### config.mk
export PLATFORM = sky130hd
export DESIGN_NAME = spe_queue
export DESIGN_NICKNAME = d
export VERILOG_FILES = /design/src/rtl/core/spe_pkg.sv /design/src/rtl/core/spe_queue.sv
export VERILOG_INCLUDE_DIRS = /design/src /design/src/rtl/core
export SDC_FILE = /design/constraint.sdc
export NUM_CORES = 1
export LEC_CHECK = 0
export BUFFER_PORTS_ARGS = -buffer_cell sky130_fd_sc_hd__buf_2
export CAP_MARGIN = 20
export CORE_AREA = 2 2 39 41
export DETAILED_ROUTE_END_ITERATION = 12
export DIE_AREA = 0 0 41 43
export GPL_TIMING_DRIVEN = 0
export PLACE_DENSITY_LB_ADDON = 0.25
export SYNTH_ARGS = -nofsm -noshare
export SYNTH_HDL_FRONTEND = slang
export SYNTH_SLANG_ARGS = --single-unit
export TNS_END_PERCENT = 5
### constraint.sdc
create_clock -name clk_i -period 1.29 [get_ports clk_i]
set_input_delay 0.1935 -clock clk_i [delete_from_list [all_inputs] [get_ports clk_i]]
set_output_delay 0.1935 -clock clk_i [all_outputs]
set_load 0.005 [all_outputs]
### src/rtl/core/spline_point_evaluator_macros.svh
// Assertion helpers shared by the spline point evaluator sources.
`ifndef SPLINE_POINT_EVALUATOR_MACROS_SVH
`define SPLINE_POINT_EVALUATOR_MACROS_SVH
`ifndef SYNTHESIS
`define SPE_ASSERT(lbl, clk, rstn, prop) \
  lbl: assert property (@(posedge clk) disable iff (!rstn) (prop)) \
    else $error("spline point evaluator assertion failed");
`define SPE_ASSERT_IMPL(lbl, clk, rstn, ante, cons) \
  lbl: assert property (@(posedge clk) disable iff (!rstn) (ante) |-> (cons)) \
    else $error("spline point evaluator assertion failed");
`else
`define SPE_ASSERT(lbl, clk, rstn, prop)
`define SPE_ASSERT_IMPL(lbl, clk, rstn, ante, cons)
`endif
`endif

### src/rtl/core/spe_pkg.sv
package spe_pkg;

  localparam int unsigned MAX_KNOTS_DEF = 64;
  localparam int unsigned FRAC_BITS_DEF = 16;
  localparam int unsigned COORD_W       = 32;
  localparam int unsigned KIDX_W        = 6;
  localparam int unsigned PARAM_W       = 17;
  localparam int unsigned SEG_IDX_W     = 6;
  localparam int unsigned MODE_W        = 2;
  localparam int unsigned KCNT_W        = 7;
  localparam int unsigned CFG_IDX_W     = 1;
  localparam int unsigned CFG_DATA_W    = 7;
  localparam int unsigned STATUS_W      = 2;

  typedef enum logic [MODE_W-1:0] {
    MODE_LINEAR  = 2'd0,
    MODE_BEZIER  = 2'd1,
    MODE_CATMULL = 2'd2
  } mode_e;

  typedef enum logic [CFG_IDX_W-1:0] {
    CFG_MODE       = 1'b0,
    CFG_KNOT_COUNT = 1'b1
  } cfg_idx_e;

  typedef enum logic [STATUS_W-1:0] {
    ST_OK       = 2'd0,
    ST_NO_SEG   = 2'd1,
    ST_PAST_END = 2'd2
  } status_e;

  typedef enum logic {
    REQ_WRITE = 1'b0,
    REQ_EVAL  = 1'b1
  } req_e;

  typedef struct packed {
    logic [MODE_W-1:0] mode;
    logic [KCNT_W-1:0] knot_count;
  } cfg_t;

  typedef struct packed {
    logic                      req_type;
    logic [KIDX_W-1:0]         knot_index;
    logic signed [COORD_W-1:0] knot_x;
    logic signed [COORD_W-1:0] knot_y;
    logic signed [COORD_W-1:0] knot_z;
    logic [PARAM_W-1:0]        param_t;
    logic                      whole_curve;
    logic [SEG_IDX_W-1:0]      segment_index;
  } in_item_t;

  typedef struct packed {
    logic signed [COORD_W-1:0] point_x;
    logic signed [COORD_W-1:0] point_y;
    logic signed [COORD_W-1:0] point_z;
    logic [STATUS_W-1:0]       status;
  } out_item_t;

endpackage

### src/rtl/core/spe_queue.sv
`include "spline_point_evaluator_macros.svh"

module spe_queue import spe_pkg::*; #(
  parameter int unsigned DEPTH = 2,
  parameter type entry_t = logic
) (
  input  logic   clk_i,
  input  logic   rst_ni,
  input  logic   push_i,
  input  entry_t entry_i,
  output logic   ready_o,
  input  logic   pop_i,
  output logic   valid_o,
  output entry_t entry_o
);

  localparam int unsigned PTR_W = (DEPTH > 1) ? $clog2(DEPTH) : 1;
  localparam int unsigned CNT_W = $clog2(DEPTH + 1);

  entry_t           mem_q [DEPTH];
  logic [PTR_W-1:0] wr_ptr_q, rd_ptr_q;
  logic [CNT_W-1:0] cnt_q;

  assign ready_o = (cnt_q != CNT_W'(DEPTH));
  assign valid_o = (cnt_q != '0);
  assign entry_o = mem_q[rd_ptr_q];

  always_ff @(posedge clk_i) begin
    if (push_i) begin
      mem_q[wr_ptr_q] <= entry_i;
    end
  end

  always_ff @(posedge clk_i or negedge rst_ni) begin
    if (!rst_ni) begin
      wr_ptr_q <= '0;
      rd_ptr_q <= '0;
      cnt_q    <= '0;
    end else begin
      if (push_i) begin
        wr_ptr_q <= (wr_ptr_q == PTR_W'(DEPTH - 1)) ? '0 : wr_ptr_q + PTR_W'(1);
      end
      if (pop_i) begin
        rd_ptr_q <= (rd_ptr_q == PTR_W'(DEPTH - 1)) ? '0 : rd_ptr_q + PTR_W'(1);
      end
      if (push_i && !pop_i) begin
        cnt_q <= cnt_q + CNT_W'(1);
      end else if (pop_i && !push_i) begin
        cnt_q <= cnt_q - CNT_W'(1);
      end
    end
  end

  `SPE_ASSERT(a_cnt_bound, clk_i, rst_ni, cnt_q <= CNT_W'(DEPTH))
  `SPE_ASSERT_IMPL(a_pop_nonempty, clk_i, rst_ni, pop_i, cnt_q != '0)

endmodule

==> flow_summary.json, run 1 <==
{
  "cts-buffers-inserted": 3,
  "pwr_density_cell_nw_per_um2": 2072,
  "instance_count_of_the_mapped_netlist": 19,
  "cts.path.max_buffers": 2,
  "antenna_violations_before_repair": 0,
  "ant_cells": 0,
  "setup_violations": 0,
  "post_synth_and_or_nand_nor_area_fraction": 0.1106,
  "cap_viol_max_count": 0,
  "crit_cells": 2,
  "critical_path.max_fanout": 2,
  "postSynthRegisterBits": 6,
  "slew_violations": 0,
  "overflow_left_after_global_routing": 0,
  "clk_pin_slew_ns": 0.05,
  "grt_pass1_vias": 173,
  "outcome": "completed",
  "hold_path_depth": 1,
  "timing.slew.headroom": 0.8970,
  "crit_path_max_incr_delay_ns": 0.40,
  "fin_worst_hold_slack_ns": 0.1339,
  "global_route.usage.total": 0.06073,
  "yosys.area_share.adder": 0.04808,
  "dp_worst_setup_slack_ns": 0.2737,
  "initial_utilization": 0.1881,
  "critical-path-slowest-cell": "dfrtp_1",
  "timing.setup.critical_path_class": "flop to primary output",
  "routed_via_density": 3.638,
  "htree_num_levels": 1,
  "synth_top_family_by_area": "XOR/XNOR gates",
  "timing.hold.worst.class": "input port to flop",
  "initial_drt_markers": 1,
  "post-layout-total-power_w": 0.0007491,
  "fp.dieH_um": 43,
  "first_pass_grt_wire_length_um": 614,
  "die_width_um": 41,
  "numClockSinks": 6,
  "worst-endpoint-required_ns": 1.10,
  "post-route-min-period_ns": 1.253,
  "post_synth_design_cell_area_um2": 260.3,
  "unrepaired_setup_endpoints_after_global_routing": "false",
  "detail_route.first_pass.iterations": 3,
  "grt_max_degree": 5,
  "fmax_ghz": 0.7982,
  "synth_warnings": 0,
  "mappedNetlistNets": 25,
  "fin_cells": 47,
  "reg2reg_depth": 3,
  "fillerInstances": 151,
  "setup_tns_ns": 0,
  "synth_cell_types": 12,
  "routed-via-count": 171,
  "setup.worst_path.start_class": "flop",
  "vdd_drop_max_v": 0.0004418,
  "drt-wirelength-per-cell_um": 8.468,
  "count_of_pins_on_the_block_boundary": 8,
  "timing_hold_violations_final": 0,
  "route.detailed.drc": 0,
  "cp-end-kind": "primary output",
  "leakagePower_nw": 0.1653,
  "cts.root.buffer_cell": "clkbuf_4",
  "num-nets-final": 38,
  "yosys.area_share.xor_xnor": 0.1683,
  "syn_to_final_growth_pct": 38.94,
  "design.core.area_um2": 1384,
  "port_buffers": 7,
  "critical_path.cell_chain": "mux2_4, buf_6",
  "critPathTopFamily": "flip-flops",
  "drtAntennaViolNets": 0,
  "placed_cells": 42,
  "synth_sequential_area_ratio": 0.6154,
  "fin_worst_skew_ns": 0.0001033,
  "tritoncts_clock_tree": "built",
  "syn-mean-instance-area_um2": 13.70,
  "fraction_of_layout_instances_using_a_drive_strength_above_1": 0.3548,
  "post-route-period-util": 0.9711,
  "finalWorstSetupSlack_ns": 0.03725,
  "synth_compound_area_frac": 0,
  "clkLatencyLatePin_ns": 0.25,
  "critical_path_arrival_ns": 1.06,
  "timing_worst_slew_pin_value_ns": 0.1546,
  "place.gp.congestion": 0.6060,
  "detail_route.wirelength_um": 398,
  "num_rows": 14,
  "timing.critical_path.buf_inv": 1,
  "fp.dieArea_um2": 1763,
  "synth.area.mux_share": 0.04327
}
## Yosys cell counts, drive strengths merged
cell type | instances | area, µm²
ha | 1 | 12.51
nor2 | 1 | 3.750
edfxtp | 2 | 60.06
dfrtp | 4 | 100.1
or2 | 1 | 6.260
xnor2 | 1 | 8.760
and2 | 1 | 6.260
nand2b | 1 | 6.260
nor2b | 1 | 6.260
mux2 | 1 | 11.26
inv | 1 | 3.750
xor2 | 4 | 35.03
## per-stage QoR
| step | cell area (µm²) | utilization |
|---|---|---|
| 2_1_floorplan | 260.3 | - |
| 3_5_place_dp | 315.3 | 0.2278 |
| 6_report | 361.6 | 0.2613 |
| 3_3_place_gp | 315.3 | 0.2278 |
| 5_1_grt | 361.6 | 0.2613 |
| 4_1_cts | 351.6 | 0.2541 |
## routing by layer
metal,share of wire,track usage
met1,0.39,0.05281
met5,0,0
met3,0.090,0.04712
met4,0.035,0.06000
met2,0.48,0.08125
## cell type report
type,count,area (µm²),area share
repair buffers,8,51.30,0.1419
well taps,16,20.02,0.05536
inverters,1,3.754,0.01038
clock buffers,4,26.28,0.07266
multi-input cells,12,100.1,0.2768
flip-flops and latches,6,160.2,0.4429
## final timing paths
path / end / from / slack (ns)
worst max-delay path: entry_o / rd_ptr_q / 0.04
worst min-delay path: mem_q[0] / entry_i / 0.13
worst max register to register: cnt_q[1] / cnt_q[0] / 0.36
worst min register to register: wr_ptr_q / wr_ptr_q / 0.49
max in group asynchronous: cnt_q[0] / rst_ni / 0.89
min in group asynchronous: wr_ptr_q / rst_ni / 0.28
## power breakdown
group          leakage, nW  switching (W)  internal (W)
Sequential          0.0654      0.0000667      0.000279
Clock               0.0150      0.0000715      0.000117
Combinational       0.0849      0.0000747      0.000140
Total                0.165       0.000213      0.000536
## cells in the final DEF, fill, tap and decap left out
master,Yosys,final
and2_1,1,1
buf_2,0,6
buf_6,0,1
clkbuf_1,0,1
clkbuf_4,0,3
dfrtp_1,4,4
dlygate4sd3_1,0,1
edfxtp_1,2,2
ha_1,1,1
inv_1,1,1
mux2_4,0,1
nand2b_1,1,1
nor2_1,1,1
nor2b_1,1,1
or2_1,1,1
xnor2_1,1,1
xor2_1,4,4
## sequential cells by signal, summed over array words and instances (netlist names)
signal and cells:
cnt_q 2, mem_q 2, rd_ptr_q 1, wr_ptr_q 1
## cell families after synthesis
kind of cell | Yosys count
flops | 6
xor+xnor | 5
simple gates | 5
buf+inv | 1
mux | 1
fa+ha+maj | 1
## what timing repair did
action	CTS	global route
buffers inserted	0	0
setup endpoints to repair	0	1
hold endpoints to repair	4	0
gates resized for setup	0	2
hold buffers	1	0
(Power assumes the default switching activity.)
==> inputs of run 2 (changes only) <==
Clock period 1.29 ns to 1.25 ns, I/O delays scaled along.
==> run 2 against run 1 <==
Effect of this change:
- wire length is 0.50% higher
- non-clock buffer count is 1 higher
- sequential share of layout area is 0.90 points lower
- critical path depth stayed put
- worst setup slack worse by 0.016 ns
- global-route usage stayed put
- core utilization is 0.54 points higher
- design area is 2.1% higher
- via count is 1.8% higher
==> flow_summary.json, run 2 (synthesis gave the netlist of run 1 again) <==
{
  "outcome": "completed",
  "timing_worst_slew_pin_value_ns": 0.1529,
  "worstHoldStart": "entry_i",
  "timing.hold.worst.class": "input port to flop",
  "num-nets-final": 39,
  "reg2reg_depth": 3,
  "antenna_violations_before_repair": 0,
  "critical_path_arrival_ns": 1.04,
  "port_buffers": 7,
  "vdd_drop_max_v": 0.0004804,
  "overflow_left_after_global_routing": 0,
  "postPlaceCellArea_um2": 315.3,
  "initial_drt_markers": 0,
  "cts.root.buffer_cell": "clkbuf_4",
  "r2r-start": "cnt_q[0]",
  "cp-end-kind": "primary output",
  "routed-via-count": 174,
  "drtAntennaViolNets": 0,
  "syn_to_final_growth_pct": 41.83,
  "global_route.usage.total": 0.06073,
  "post-route-cell-area_um2": 369.1,
  "finalWorstSetupSlack_ns": 0.02143,
  "fp.dieH_um": 43,
  "setup.worst_path.start_class": "flop",
  "fmax_ghz": 0.8140,
  "r2r_setup_slack_ns": 0.32,
  "biggestRegsByFlops": "cnt_q (2), mem_q (2)",
  "design.core.area_um2": 1384,
  "hold-path-endpoint": "mem_q[0]",
  "placed_cells": 42,
  "first_pass_grt_wire_length_um": 614,
  "detail_route.wirelength_um": 400,
  "unrepaired_setup_endpoints_after_global_routing": "true",
  "post-route-min-period_ns": 1.229,
  "fillerInstances": 150,
  "fraction_of_layout_instances_using_a_drive_strength_above_1": 0.3750,
  "pwr_density_cell_nw_per_um2": 2155,
  "setup_tns_ns": 0,
  "grt_max_degree": 5,
  "slew_violations": 0,
  "setup_violations": 0,
  "detail_route.first_pass.iterations": 1,
  "commonest_non_fill_non_tap_cell_in_the_layout": "buf_2",
  "htree_num_levels": 1,
  "post-route-period-util": 0.9829,
  "leakagePower_nw": 0.1701,
  "cts.path.max_buffers": 2,
  "clk_pin_slew_ns": 0.05,
  "fp.dieArea_um2": 1763,
  "most-common-layout-cells": "buf_2 (6), xor2_1 (4), dfrtp_1 (4)",
  "timing.setup.critical_path_class": "flop to primary output",
  "die_width_um": 41,
  "fin_cells": 48,
  "numClockSinks": 6,
  "fin_worst_skew_ns": 0.00007988,
  "worst-endpoint-required_ns": 1.06,
  "rr_endpoint": "cnt_q[1]",
  "count_of_pins_on_the_block_boundary": 8,
  "cts-buffers-inserted": 3,
  "grt_pass1_vias": 173,
  "ant_cells": 0,
  "routed_via_density": 3.625,
  "route.detailed.drc": 0,
  "place.gp.congestion": 0.6060,
  "tritoncts_clock_tree": "built",
  "timing_hold_violations_final": 0,
  "drt-wirelength-per-cell_um": 8.333,
  "hold_path_depth": 1,
  "num_rows": 14,
  "critical_path.max_fanout": 2,
  "initial_utilization": 0.1881,
  "cap_viol_max_count": 0,
  "timing.slew.headroom": 0.8981,
  "dp_worst_setup_slack_ns": 0.2397,
  "clkLatencyLatePin_ns": 0.25,
  "timing.critical_path.from": "rd_ptr_q"
}
## run 2: cell types whose count changed in the layout (fill, tap and decap cells not counted)
cell,delta
buf_4,+1
## run 2: what timing repair did
action / CTS / global route
endpoints found under the hold margin: 4 / 0
endpoints found under the setup margin: 1 / 2
hold buffers: 1 / 0
gates resized for setup: 0 / 2
pin swaps: 0 / 1
buffers inserted: 1 / 0
## run 2: worst max path at each step
stage               end  slack (ns)  depth (start not counted)
3_3_place_gp    entry_o        0.26                          2
5_1_grt         entry_o       -0.02                          2
3_5_place_dp   cnt_q[1]        0.24                          4
6_report        entry_o        0.02                          2
4_1_cts         entry_o        0.02                          2
2_1_floorplan   entry_o        0.37                          1
## run 2: routing by layer
metal	vias up	track usage	wire, µm
met5	-	0	0
met4	0	0.06000	14
met3	2	0.04712	43
met2	7	0.08125	188
met1	80	0.05281	153
li1	85	-	-
## run 2: worst max-delay path, stage by stage, from the launching register on
cell and delay [ns]:
dfrtp_1 0.38, mux2_4 0.30, buf_6 0.11
## run 2: area by class of cell
| class | instances | area (µm²) | area share |
|---|---|---|---|
| Timing Repair Buffer | 9 | 58.81 | 0.1593 |
| Inverter | 1 | 3.754 | 0.01017 |
| Clock buffer | 4 | 26.28 | 0.07119 |
| Multi-Input combinational cell | 12 | 100.1 | 0.2712 |
| Sequential cell | 6 | 160.2 | 0.4339 |
| Tap cell | 16 | 20.02 | 0.05424 |
## run 2: per-stage QoR
step                hold slack [ns]  power [W]  utilization
floorplan                   -0.1081  0.0004685            -
global placement          -0.002693  0.0005395       0.2278
detailed placement        -0.004946  0.0005514       0.2278
CTS                          0.1264  0.0007712       0.2595
global route                 0.1265  0.0008531       0.2667
finish                       0.1300  0.0007953       0.2667
## run 2: power breakdown
group	switching, W	total [W]	internal (W)
combinational	0.0000852	0.000249	0.000164
clock	0.0000718	0.000193	0.000121
sequential	0.0000658	0.000353	0.000288
total	0.000223	0.000795	0.000573
